<file path="config.mk">
export PLATFORM = sky130hd
export DESIGN_NAME = aba_track2_f2f_encoder_core
export DESIGN_NICKNAME = d
export VERILOG_FILES = /design/src/rtl/core/aba2f2f_pkg.sv /design/src/rtl/core/aba2f2f_front.sv /design/src/rtl/core/aba2f2f_cmd_queue.sv /design/src/rtl/core/aba2f2f_back.sv /design/src/rtl/core/aba_track2_f2f_encoder_core.sv
export SDC_FILE = /design/constraint.sdc
export NUM_CORES = 1
export LEC_CHECK = 0
export ABC_AREA = 1
export BUFFER_PORTS_ARGS = -buffer_cell sky130_fd_sc_hd__buf_4
export CAP_MARGIN = 20
export CELL_PAD_IN_SITES_DETAIL_PLACEMENT = 0
export CELL_PAD_IN_SITES_GLOBAL_PLACEMENT = 1
export CORE_MARGIN = 1
export CORE_UTILIZATION = 49
export DETAILED_ROUTE_END_ITERATION = 6
export GPL_TIMING_DRIVEN = 0
export PLACE_DENSITY_LB_ADDON = 0.1
export SYNTH_ARGS = -nofsm -noshare
export SYNTH_HDL_FRONTEND = slang
export SYNTH_SLANG_ARGS = --single-unit
</file>
<file path="constraint.sdc">
create_clock -name i_clk -period 8.7 [get_ports i_clk]
set_clock_uncertainty 0.1 [all_clocks]
set_input_delay 0.87 -clock i_clk [delete_from_list [all_inputs] [get_ports i_clk]]
set_output_delay 0.87 -clock i_clk [all_outputs]
set_load 0.05 [all_outputs]
</file>
<file path="src/rtl/core/aba2f2f_pkg.sv">
// Shared constants and types for the track-2 F2F encoder.
`timescale 1ns / 1ps

package aba2f2f_pkg;

    localparam int MAX_PAD     = 24;
    localparam int PAD_W       = 5;
    localparam int NIB_W       = 4;
    localparam int IN_TDATA_W  = 8;
    localparam int OUT_TDATA_W = 8;

    localparam logic [PAD_W-1:0] PAD_RESET   = 5'd5;
    localparam logic [PAD_W-1:0] PAD_LIMIT   = PAD_W'(MAX_PAD);
    localparam logic [7:0]       ASCII_BASE  = 8'd48;
    localparam logic [7:0]       NIBBLE_MAX  = 8'd15;
    localparam logic [PAD_W-1:0] PARITY_SLOT = PAD_W'(NIB_W);

    // Operation codes carried on the input tuser.
    localparam logic OP_CHAR = 1'b0;
    localparam logic OP_END  = 1'b1;

    // Command queue between the front and the back.
    localparam int QDEPTH = 4;
    localparam int QPTR_W = $clog2(QDEPTH);
    localparam int QCNT_W = $clog2(QDEPTH + 1);

    // One classified request: what the back has to serialize.
    typedef struct packed {
        logic             bad;
        logic [PAD_W-1:0] lead;
        logic [NIB_W-1:0] nibble;
        logic [PAD_W-1:0] trail;
    } t_cmd;

endpackage

</file>
<file path="src/rtl/core/aba2f2f_front.sv">
// Front end: accepts requests, tracks message state and the LRC, builds commands.
`timescale 1ns / 1ps

module aba2f2f_front (
    input  logic                                 i_clk,
    input  logic                                 i_rst_n,
    input  logic                                 s_axis_tvalid,
    output logic                                 s_axis_tready,
    input  logic [aba2f2f_pkg::IN_TDATA_W-1:0]   s_axis_tdata,
    input  logic                                 s_axis_tuser,
    input  logic                                 i_cfg_we,
    input  logic [aba2f2f_pkg::PAD_W-1:0]        i_cfg_wdata,
    input  logic                                 i_q_full,
    output logic                                 o_push,
    output aba2f2f_pkg::t_cmd                    o_cmd
);
    import aba2f2f_pkg::*;

    logic             r_started;
    logic [NIB_W-1:0] r_lrc;
    logic [PAD_W-1:0] r_pad;

    logic             n_started;
    logic [NIB_W-1:0] n_lrc;
    logic [PAD_W-1:0] pad_sat;
    logic             char_ok;

    assign s_axis_tready = !i_q_full;
    assign o_push        = s_axis_tvalid && s_axis_tready;
    assign pad_sat       = (r_pad > PAD_LIMIT) ? PAD_LIMIT : r_pad;
    assign char_ok       = s_axis_tdata inside {[ASCII_BASE:ASCII_BASE + NIBBLE_MAX]};

    always_comb begin
        o_cmd     = '0;
        n_started = r_started;
        n_lrc     = r_lrc;
        if (s_axis_tuser == OP_END) begin
            o_cmd.lead   = r_started ? '0 : pad_sat;
            o_cmd.nibble = r_lrc;
            o_cmd.trail  = pad_sat;
            n_started    = 1'b0;
            n_lrc        = '0;
        end else if (!char_ok) begin
            // A bad character leaves all message state alone.
            o_cmd.bad = 1'b1;
        end else begin
            o_cmd.lead   = r_started ? '0 : pad_sat;
            o_cmd.nibble = NIB_W'(s_axis_tdata - ASCII_BASE);
            n_started    = 1'b1;
            n_lrc        = r_lrc ^ NIB_W'(s_axis_tdata - ASCII_BASE);
        end
    end

    always_ff @(posedge i_clk) begin
        if (!i_rst_n) begin
            r_started <= 1'b0;
            r_lrc     <= '0;
            r_pad     <= PAD_RESET;
        end else begin
            if (o_push) begin
                r_started <= n_started;
                r_lrc     <= n_lrc;
            end
            if (i_cfg_we) begin
                r_pad <= i_cfg_wdata;
            end
        end
    end

endmodule

</file>
<file path="src/rtl/core/aba2f2f_cmd_queue.sv">
// Small command queue that decouples the front from the serializer.
`timescale 1ns / 1ps

module aba2f2f_cmd_queue (
    input  logic               i_clk,
    input  logic               i_rst_n,
    input  logic               i_push,
    input  aba2f2f_pkg::t_cmd  i_cmd,
    output logic               o_full,
    output logic               o_valid,
    output aba2f2f_pkg::t_cmd  o_cmd,
    input  logic               i_pop
);
    import aba2f2f_pkg::*;

    t_cmd              r_mem [QDEPTH];
    logic [QPTR_W-1:0] r_wr_ptr;
    logic [QPTR_W-1:0] r_rd_ptr;
    logic [QCNT_W-1:0] r_count;

    logic do_push;
    logic do_pop;

    assign o_full  = (r_count == QCNT_W'(QDEPTH));
    assign o_valid = (r_count != '0);
    assign o_cmd   = r_mem[r_rd_ptr];
    assign do_push = i_push && !o_full;
    assign do_pop  = i_pop && o_valid;

    always_ff @(posedge i_clk) begin
        if (do_push) begin
            r_mem[r_wr_ptr] <= i_cmd;
        end
    end

    always_ff @(posedge i_clk) begin
        if (!i_rst_n) begin
            r_wr_ptr <= '0;
            r_rd_ptr <= '0;
            r_count  <= '0;
        end else begin
            if (do_push) begin
                r_wr_ptr <= r_wr_ptr + QPTR_W'(1);
            end
            if (do_pop) begin
                r_rd_ptr <= r_rd_ptr + QPTR_W'(1);
            end
            case ({do_push, do_pop})
                2'b10:   r_count <= r_count + QCNT_W'(1);
                2'b01:   r_count <= r_count - QCNT_W'(1);
                default: r_count <= r_count;
            endcase
        end
    end

endmodule

</file>
<file path="src/rtl/core/aba2f2f_back.sv">
// Back end: serializes commands into stripe bits with F2F ramp directions, bad ones into an error result.
`timescale 1ns / 1ps

module aba2f2f_back (
    input  logic                                 i_clk,
    input  logic                                 i_rst_n,
    input  logic                                 i_cmd_valid,
    input  aba2f2f_pkg::t_cmd                    i_cmd,
    output logic                                 o_pop,
    output logic                                 m_axis_tvalid,
    input  logic                                 m_axis_tready,
    output logic [aba2f2f_pkg::OUT_TDATA_W-1:0]  m_axis_tdata,
    output logic                                 m_axis_tuser,
    output logic                                 m_axis_tlast
);
    import aba2f2f_pkg::*;

    typedef enum logic [2:0] {
        PH_INIT,
        PH_BAD,
        PH_LEAD,
        PH_DATA,
        PH_TRAIL
    } t_phase;

    t_phase           r_phase;
    logic [PAD_W-1:0] r_cnt;
    logic             r_flux;
    logic             r_vld;
    logic             r_bit;
    logic             r_first;
    logic             r_second;
    logic             r_bad;
    logic             r_last;

    t_phase           eff_phase;
    logic [PAD_W-1:0] eff_cnt;
    t_phase           n_phase;
    logic [PAD_W-1:0] n_cnt;
    logic [PAD_W-1:0] cnt_inc;
    logic             emit;
    logic             bit_val;
    logic             is_bad;
    logic             is_final;

    assign emit    = i_cmd_valid && (!r_vld || m_axis_tready);
    assign o_pop   = emit && is_final;
    assign cnt_inc = eff_cnt + PAD_W'(1);

    // The head command is worked on in place; a fresh command picks its first phase here.
    always_comb begin
        eff_phase = r_phase;
        eff_cnt   = r_cnt;
        if (r_phase == PH_INIT) begin
            eff_cnt = '0;
            if (i_cmd.bad) begin
                eff_phase = PH_BAD;
            end else if (i_cmd.lead != '0) begin
                eff_phase = PH_LEAD;
            end else begin
                eff_phase = PH_DATA;
            end
        end
    end

    always_comb begin
        bit_val  = 1'b0;
        is_bad   = 1'b0;
        is_final = 1'b0;
        n_phase  = eff_phase;
        n_cnt    = cnt_inc;
        case (eff_phase)
            PH_LEAD: begin
                if (cnt_inc == i_cmd.lead) begin
                    n_phase = PH_DATA;
                    n_cnt   = '0;
                end
            end
            PH_DATA: begin
                if (eff_cnt == PARITY_SLOT) begin
                    // Odd parity over the four data bits.
                    bit_val = ~^i_cmd.nibble;
                    n_cnt   = '0;
                    if (i_cmd.trail == '0) begin
                        is_final = 1'b1;
                    end else begin
                        n_phase = PH_TRAIL;
                    end
                end else begin
                    bit_val = i_cmd.nibble[eff_cnt[1:0]];
                end
            end
            PH_TRAIL: begin
                if (cnt_inc == i_cmd.trail) begin
                    is_final = 1'b1;
                end
            end
            default: begin
                is_bad   = 1'b1;
                is_final = 1'b1;
            end
        endcase
        if (is_final) begin
            n_phase = PH_INIT;
            n_cnt   = '0;
        end
    end

    always_ff @(posedge i_clk) begin
        if (!i_rst_n) begin
            r_phase <= PH_INIT;
            r_cnt   <= '0;
            r_flux  <= 1'b1;
            r_vld   <= 1'b0;
        end else begin
            if (emit) begin
                r_phase  <= n_phase;
                r_cnt    <= n_cnt;
                r_vld    <= 1'b1;
                r_bad    <= is_bad;
                r_last   <= is_final;
                r_bit    <= bit_val;
                r_first  <= is_bad ? 1'b0 : r_flux;
                r_second <= is_bad ? 1'b0 : (r_flux ^ bit_val);
                if (!is_bad) begin
                    r_flux <= ~(r_flux ^ bit_val);
                end
            end else if (m_axis_tready) begin
                r_vld <= 1'b0;
            end
        end
    end

    assign m_axis_tvalid = r_vld;
    assign m_axis_tdata  = {{(OUT_TDATA_W - 3){1'b0}}, r_second, r_first, r_bit};
    assign m_axis_tuser  = r_bad;
    assign m_axis_tlast  = r_last;

endmodule

</file>
<file path="src/rtl/core/aba_track2_f2f_encoder_core.sv">
// Top level of the track-2 stripe encoder with LRC and F2F ramp directions.
// A request is held in the command queue, then its first result is registered at the output.
// The serializer sets the rate: one result per cycle while commands wait and the output
// is not stalled. A character gives four data bits and a parity bit (plus the leading
// pad on the first of a message), an end request the LRC, its parity and the trailing
// pad (plus the leading pad if no character came first), a bad character a single error result.
// Reset (synchronous, active low) empties the queue, clears message state and LRC,
// sets the ramp to rising and the pad count to five.
`timescale 1ns / 1ps

module aba_track2_f2f_encoder_core (
    input  logic                                 i_clk,
    input  logic                                 i_rst_n,
    input  logic                                 s_axis_tvalid,
    output logic                                 s_axis_tready,
    // [7:0] char_code
    input  logic [aba2f2f_pkg::IN_TDATA_W-1:0]   s_axis_tdata,
    // [0] operation
    input  logic                                 s_axis_tuser,
    input  logic                                 i_cfg_we,
    input  logic [aba2f2f_pkg::PAD_W-1:0]        i_cfg_wdata,
    output logic                                 m_axis_tvalid,
    input  logic                                 m_axis_tready,
    // [0] bit_value, [1] first_half_dir, [2] second_half_dir, [7:3] zero
    output logic [aba2f2f_pkg::OUT_TDATA_W-1:0]  m_axis_tdata,
    // [0] bad_char
    output logic                                 m_axis_tuser,
    output logic                                 m_axis_tlast
);
    import aba2f2f_pkg::*;

    logic q_full;
    logic q_push;
    logic q_valid;
    logic q_pop;
    t_cmd push_cmd;
    t_cmd head_cmd;

    aba2f2f_front u_front (
        .i_clk         (i_clk),
        .i_rst_n       (i_rst_n),
        .s_axis_tvalid (s_axis_tvalid),
        .s_axis_tready (s_axis_tready),
        .s_axis_tdata  (s_axis_tdata),
        .s_axis_tuser  (s_axis_tuser),
        .i_cfg_we      (i_cfg_we),
        .i_cfg_wdata   (i_cfg_wdata),
        .i_q_full      (q_full),
        .o_push        (q_push),
        .o_cmd         (push_cmd)
    );

    aba2f2f_cmd_queue u_queue (
        .i_clk   (i_clk),
        .i_rst_n (i_rst_n),
        .i_push  (q_push),
        .i_cmd   (push_cmd),
        .o_full  (q_full),
        .o_valid (q_valid),
        .o_cmd   (head_cmd),
        .i_pop   (q_pop)
    );

    aba2f2f_back u_back (
        .i_clk         (i_clk),
        .i_rst_n       (i_rst_n),
        .i_cmd_valid   (q_valid),
        .i_cmd         (head_cmd),
        .o_pop         (q_pop),
        .m_axis_tvalid (m_axis_tvalid),
        .m_axis_tready (m_axis_tready),
        .m_axis_tdata  (m_axis_tdata),
        .m_axis_tuser  (m_axis_tuser),
        .m_axis_tlast  (m_axis_tlast)
    );

endmodule

</file>
# ---- Word-level counts from Yosys, hierarchy flattened
# Memories as Yosys holds them, arrays and structs flattened. A register that Yosys moved wholly into a read port is not among the register bits.
# Cells that the tools add are included.
# Widths: inputs -> output; s select.
dict set report totals {
  ff_bits 32
  mem_bits_rw 60
  mem_count 1
}
dict set report classes {
  n_addsub 6
  n_lt_le_gt_ge 4
  eq_ne 9
  mux 40
  n_bitwise 3
  reduce_logical 21
}
# memory words width rd rd_ports_with_merged_regs write_ports line
set memory_table {}
lappend memory_table {u_queue.r_mem 4 15 1 1 1 aba2f2f_cmd_queue.sv:16} ;# t_cmd r_mem [QDEPTH];
# cell count
set op_table {}
lappend op_table {{$mux 5} 7}
lappend op_table {{$mux 3} 6}
lappend op_table {{$mux 9} 2}
lappend op_table {{$mux 1} 16}
lappend op_table {{$pmux 3 s2} 2}
lappend op_table {{$eq 5x5->1} 2}
lappend op_table {{$pmux 5 s2} 1}
lappend op_table {{$ge 8x6->1 const B} 1}
lappend op_table {{$le 8x6->1 const B} 1}
lappend op_table {{$mux 4} 2}
lappend op_table {{$eq 3x2->1 const B} 2}
lappend op_table {{$eq 3x3->1 const B} 2}
lappend op_table {{$logic_and 1x1->1} 6}
lappend op_table {{$reduce_and 2->1} 3}
lappend op_table {{$reduce_bool 2->1} 3}
lappend op_table {{$add 5x1->5 const B} 1}
lappend op_table {{$eq 5x3->1 const B} 1}
lappend op_table {{$gt 5x5->1 const B} 1}
lappend op_table {{$logic_not 5->1} 1}
lappend op_table {{$reduce_bool 5->1} 1}
lappend op_table {{$add 2x1->2 const B} 2}
lappend op_table {{$mux 2} 2}
lappend op_table {{$reduce_xnor 4->1} 1}
lappend op_table {{$sub 4x1->4 const B} 1}
lappend op_table {{other kinds (15)} 16}

# ---- Longest topological paths before layout
dict set report depth {
  word_depth 10
  mapped_depth 24
  depth_no_buf 23
}

# ---- Modules after synthesis
# A second synthesis with hierarchy kept.
dict set report hier_totals {
  hier_cells 510
  hier_area_um2 4586.9
}
# mod n_inst cells_each area_per_inst_um2 seq_area_each_um2
set modules_own_cells {}
lappend modules_own_cells {aba2f2f_cmd_queue 1 214 2711.4 1981.9}
lappend modules_own_cells {aba2f2f_back 1 189 1239.9 350.3}
lappend modules_own_cells {aba2f2f_front 1 107 635.6 200.2}

# ---- Worst setup path after synthesis
# OpenSTA, ideal clock, no wires.
dict set report synth_path {
  path_kind {register -> register}
  startpoint {register u_back.r_phase[0]}
  endpoint {register u_queue.r_count[2]}
  setup_ps 122
  t_arrival_ps 2699
  setup_slack_ps 5779
  stages_incl_launch_ff 24
  period_less_slack_ps 2921
  cell_sequence {dfxtp_1 nor2_2 nand2_1 nand2_1 inv_1 ha_1 inv_1 nand2_1 nand2_1 nand2_1 nand2_1 nand2_1 nor2_1 nand3_1 nand3_2 nand2_2 inv_2 ha_1 inv_1 fa_1 a21oi_1 o21ai_0 o21ai_0 a21oi_1}
}
dict set report synth_between {
  elab_chain_cells 10
  word_cells_on_any_way 18
  cone_classes {add/sub (1); eq/ne (7); mux (6); reduce/logical (4)}
}
# item line
set synth_lines {}
lappend synth_lines {{start, declared} aba2f2f_back.sv:26} ;# t_phase r_phase;
lappend synth_lines {{start signal, assigned} aba2f2f_back.sv:117} ;# r_phase <= n_phase;
lappend synth_lines {{$logic_not 3->1} aba2f2f_back.sv:54} ;# if (r_phase == PH_INIT) begin
lappend synth_lines {{$mux 5} aba2f2f_back.sv:54}
lappend synth_lines {{$add 5x1->5} aba2f2f_back.sv:48} ;# assign cnt_inc = eff_cnt + PAD_W'(1);
lappend synth_lines {{$eq 5x5->1} aba2f2f_back.sv:94} ;# if (cnt_inc == i_cmd.trail) begin
lappend synth_lines {{$mux 1} aba2f2f_back.sv:94}
lappend synth_lines {{$pmux 1 s3 *} aba2f2f_back.sv:72} ;# case (eff_phase)
lappend synth_lines {{via u_back.is_final} aba2f2f_back.sv:44} ;# logic is_final;
lappend synth_lines {{$logic_and 1x1->1 *} aba2f2f_back.sv:47} ;# assign o_pop = emit && is_final;
lappend synth_lines {{$logic_and 1x1->1 *} aba2f2f_cmd_queue.sv:28} ;# assign do_pop = i_pop && o_valid;
lappend synth_lines {{via u_queue.do_pop} aba2f2f_cmd_queue.sv:22} ;# logic do_pop;
lappend synth_lines {{$eq 2x1->1 or $eq 2x2->1 (tied branches)} aba2f2f_cmd_queue.sv:48} ;# case ({do_push, do_pop})
lappend synth_lines {{$pmux 3 s2 or $reduce_bool 2->1 (tied branches)} -}
lappend synth_lines {{end signal, assigned} aba2f2f_cmd_queue.sv:49} ;# 2'b10: r_count <= r_count + QCNT_W'(1);
lappend synth_lines {{end signal, assigned} aba2f2f_cmd_queue.sv:50} ;# 2'b01: r_count <= r_count - QCNT_W'(1);
lappend synth_lines {{end signal, assigned} aba2f2f_cmd_queue.sv:51} ;# default: r_count <= r_count;
lappend synth_lines {{end, declared} aba2f2f_cmd_queue.sv:19} ;# logic [QCNT_W-1:0] r_count;
# Mark *: on every way through the listed nets, which the timed path passes. The rest lies on a longest branch.
# A chain may end at the register's enable or synchronous reset.

# ---- Worst setup path in the final report
# Ends and elaborated chain as after synthesis.

==> results.txt <==
Outcome: finished, violations left
Grt total ovfl: 0
Layout area overhead: 11.8%
Top cell type's share of synthesized area: 43.3%
R2R Path End: u_queue.r_count[2]
Routed vias/inst: 5.04
First-pass GRT wire length: 16.0 mm
Setup-failing EPs final: 0
Crit start category: flop
Sink Count: 94
ANT nets after route: 0
Setup TNS: 0 ns
Mapped Cells: 521
Antenna diode count: 0
Clock slew at reported path FFs: 0.09 ns
Reg2Reg Depth: 22
Crit-path max FO: 7
Multi-input gate area: 1640 um^2
Final hold violations: 0
Synth warn: 0
DR vias: 3390
Worst EP arrival: 3.68 ns
Worst-skew pair later-pin latency: 0.35 ns
Pleak: 2.16 nW
Final min period: 3.53 ns
CTS tree: done
Synth Flop Type: edfxtp_1
Crit path capture: u_queue.r_count[2]
R2r setup slk: 5.17 ns
Cts bufs inserted: 9
Final #Nets: 587
Synth async-reset ratio: 0%
EDFF count, synth: 65
Total Routing Usage GR: 21.4%
RSZ-0062 raised after global routing: false
Area leader, netlist: edfxtp_1
Placement row count: 34
Post-synthesis simple-gate area fraction: 27.1%
Reg power frac: 40.6%
Vias in the first global route: 3330
Failing checks: design-rule violations
Die height: 97.9 um
Register area: 2530 um^2
Worst Hold Class: flop to flop
#FFs+latches synth: 94
Clock tree buffer depth: 2
Post-synthesis compound-gate area fraction: 5.66%
Dominant cells by area after synthesis: edfxtp_1 (43%), dfxtp_1 (13%), nand2_1 (13%), nand3_1 (7.0%), inv_1 (4.2%)
Die Width: 97.9 um
Drt pass-1 iters: 7
VDD IR-drop max: 0.0969 mV
Core area: 8810 um^2
I/O pins: 31
Gate power share: 40.0%
DR DRC count: 2
Routed len/inst: 13.6 um
Cts hold-fix bufs: 0
Largest net degree at the start of global routing: 17
Pwr dens: 282 nW/um^2
Fmax: 0.283 GHz
Int Pwr: 0.855 mW
Syn Std Cell Area: 4510 um^2
CTS root buf: clkbuf_8
Mapped Avg Cell Area: 8.66 um^2
Resize count post-CTS: 0
Register area share after synthesis: 56.1%
Post-synthesis mux area share: 0%
Final WL: 9.17 mm
Worst Setup End Kind: flop
Sw Pwr: 0.567 mW
Die ar.: 9590 um^2
Placed inst area: 4850 um^2
Initial antenna violation count: 0
Crit path kind: flop to flop
Max-cap violations: 0
Final Instance Area: 5040 um^2
Post-synthesis xor/xnor area fraction: 0.583%
IO Port Bufs: 24
Origin of the critical flop-to-flop path: u_back.r_phase[0]
Fill cells: 786
Max-slew violations: 0
DRT iter0 DRCs: 146
Post-synth cell types: 31
Slew headroom: 40.2%
Dpl hpwl: 6.77 mm
Final worst path period share: 40.6%
Layout cells sized above 1: 14.5%
Critical Path RT: 8.85 ns
Slew @ Worst Pin: 0.895 ns
Post-CTS Setup Repair Bufs: 0
Initial core utilization: 51.2%
Main combinational cell family by area after synthesis: simple AND/OR/NAND/NOR gates
Switching part of the total: 39.9%
CP startpoint: u_back.r_phase[0]
Clk network pwr share: 19.4%
Adder-cell share of the synthesized area: 2.39%
H-tree levels: 3
Routability cong.: 0.840
WHS: 0.364 ns
==> cells in the final DEF (no fill, tap or decap) <==
| master | instances |
|---|---|
| nand3_2 | 4 |
| edfxtp_1 | 65 |
| nand3b_1 | 3 |
| clkinvlp_4 | 2 |
| nand2_1 | 154 |
| o21ai_0 | 23 |
| xor2_1 | 2 |
| a21oi_1 | 22 |
| inv_2 | 9 |
| dfxtp_1 | 29 |
| xnor2_1 | 1 |
| clkbuf_1 | 5 |
| conb_1 | 5 |
| buf_4 | 33 |
| clkinv_1 | 1 |
| o22ai_1 | 1 |
| nor2_4 | 1 |
| nor2_1 | 38 |
| o21ai_2 | 1 |
| clkbuf_8 | 11 |
| buf_6 | 1 |
| fa_1 | 1 |
| nand4_1 | 9 |
| nor2_2 | 6 |
| or2_2 | 1 |
| buf_2 | 8 |
| nand3_1 | 63 |
| ha_1 | 7 |
| o311ai_0 | 1 |
| nor3_1 | 2 |
| a31oi_1 | 1 |
| inv_1 | 50 |
| inv_6 | 2 |
| nand2_2 | 2 |
| inv_4 | 1 |
==> power by group through the flow <==
stage | logic [mW] | clock network [mW] | registers (mW)
floorplan | 0.411 | 0 | 0.605
global placement | 0.563 | 0 | 0.586
detailed placement | 0.573 | 0 | 0.588
CTS | 0.575 | 0.283 | 0.577
global route | 0.652 | 0.300 | 0.584
finish | 0.569 | 0.276 | 0.577
==> cells in the mapped netlist (2+ instances only) <==
cell and n:
xor2_1 2, nand3_1 63, nand3_2 4, o21ai_0 23, inv_1 50, dfxtp_1 29, nand2_2 2, buf_4 9
inv_2 9, buf_2 8, a21oi_1 22, edfxtp_1 65, nand3b_1 3, clkbuf_1 5, nand4_1 9, nand2_1 154
nor2_1 42, nor3_1 2, ha_1 7, nor2_2 2
==> worst max-delay path, stage by stage, from the launching register on <==
cell and delay [ns]:
dfxtp_1 0.41, nor2_2 0.07, nand2_1 0.10, nand2_1 0.19, inv_1 0.20, ha_1 0.25
nand3_1 0.16, nand2_1 0.15, nand2_1 0.06, nand2_1 0.05, nand2_1 0.05, nor2_1 0.13
nand3_1 0.14, nand3_2 0.14, nand2_2 0.07, inv_2 0.11, ha_1 0.15, inv_1 0.07
fa_1 0.38, a21oi_1 0.15, o21ai_0 0.11, o21ai_0 0.15, a21oi_1 0.05
==> cell type report <==
class | instances | share of cell area [%]
repair buffers | 24 | 3.57
multi-input cells | 348 | 32.5
clock inverters | 5 | 0.769
plain buffers | 23 | 2.73
inverters | 60 | 4.47
flip-flops and latches | 94 | 50.2
clock buffers | 11 | 3.00
well taps | 108 | 2.68
==> sequential cells by signal, summed over array words and instances, names as in the netlist, named ones only <==
signal                cells
u_back.r_flux             1
u_front.r_pad             5
u_back.m_axis_tvalid      1
u_queue.r_rd_ptr          2
u_back.r_second           1
u_back.r_cnt              5
u_back.r_phase            3
u_queue.r_mem            60
u_queue.r_wr_ptr          2
u_queue.r_count           3
u_front.r_lrc             4
u_back.r_bit              1
u_front.r_started         1
u_back.r_first            1
u_back.m_axis_tlast       1
u_back.m_axis_tuser       1
==> worst min path at each step <==
stage | from | endpoint | slack [ns] | depth (start not counted)
floorplan | u_queue.r_count[0] | u_queue.r_count[0] | 0.32 | 1
global placement | u_queue.r_count[0] | u_queue.r_count[0] | 0.34 | 1
detailed placement | u_queue.r_count[0] | u_queue.r_count[0] | 0.35 | 1
CTS | u_queue.r_count[0] | u_queue.r_count[0] | 0.36 | 1
global route | u_front.r_lrc[3] | u_front.r_lrc[3] | 0.40 | 2
finish | u_front.r_lrc[2] | u_front.r_lrc[2] | 0.36 | 2
==> through the flow <==
stage / utilization [%] / power, mW / setup WS, ns / cells
finish: 57.2 / 1.42 / 5.17 / 673
global route: 57.2 / 1.54 / 4.81 / 673
CTS: 57.2 / 1.44 / 5.17 / 673
detailed placement: 55.1 / 1.16 / 5.18 / 657
global placement: 55.0 / 1.15 / 5.22 / 657
floorplan: - / 1.02 / 5.78 / 525
==> cell families after synthesis <==
kind of cell | count (synthesis)
flip-flops | 94
AO/OA/AOI/OAI | 49
AND/OR/NAND/NOR | 283
buffers and inverters | 83
adder cells (fa/ha/maj) | 8
other | 1
XOR/XNOR | 3
==> routing by layer <==
metal  routed length [um]  part of all wire [%]  up-vias  GRT usage (%)
met5                    0                     0        -              0
met4                  138                   1.5        0           9.44
met3                  290                   3.2       10           3.22
met2                 4420                    48       70           35.3
met1                 4330                    47     1529           28.0
li1                     -                     -     1781              -
(Power assumes the default switching activity.)
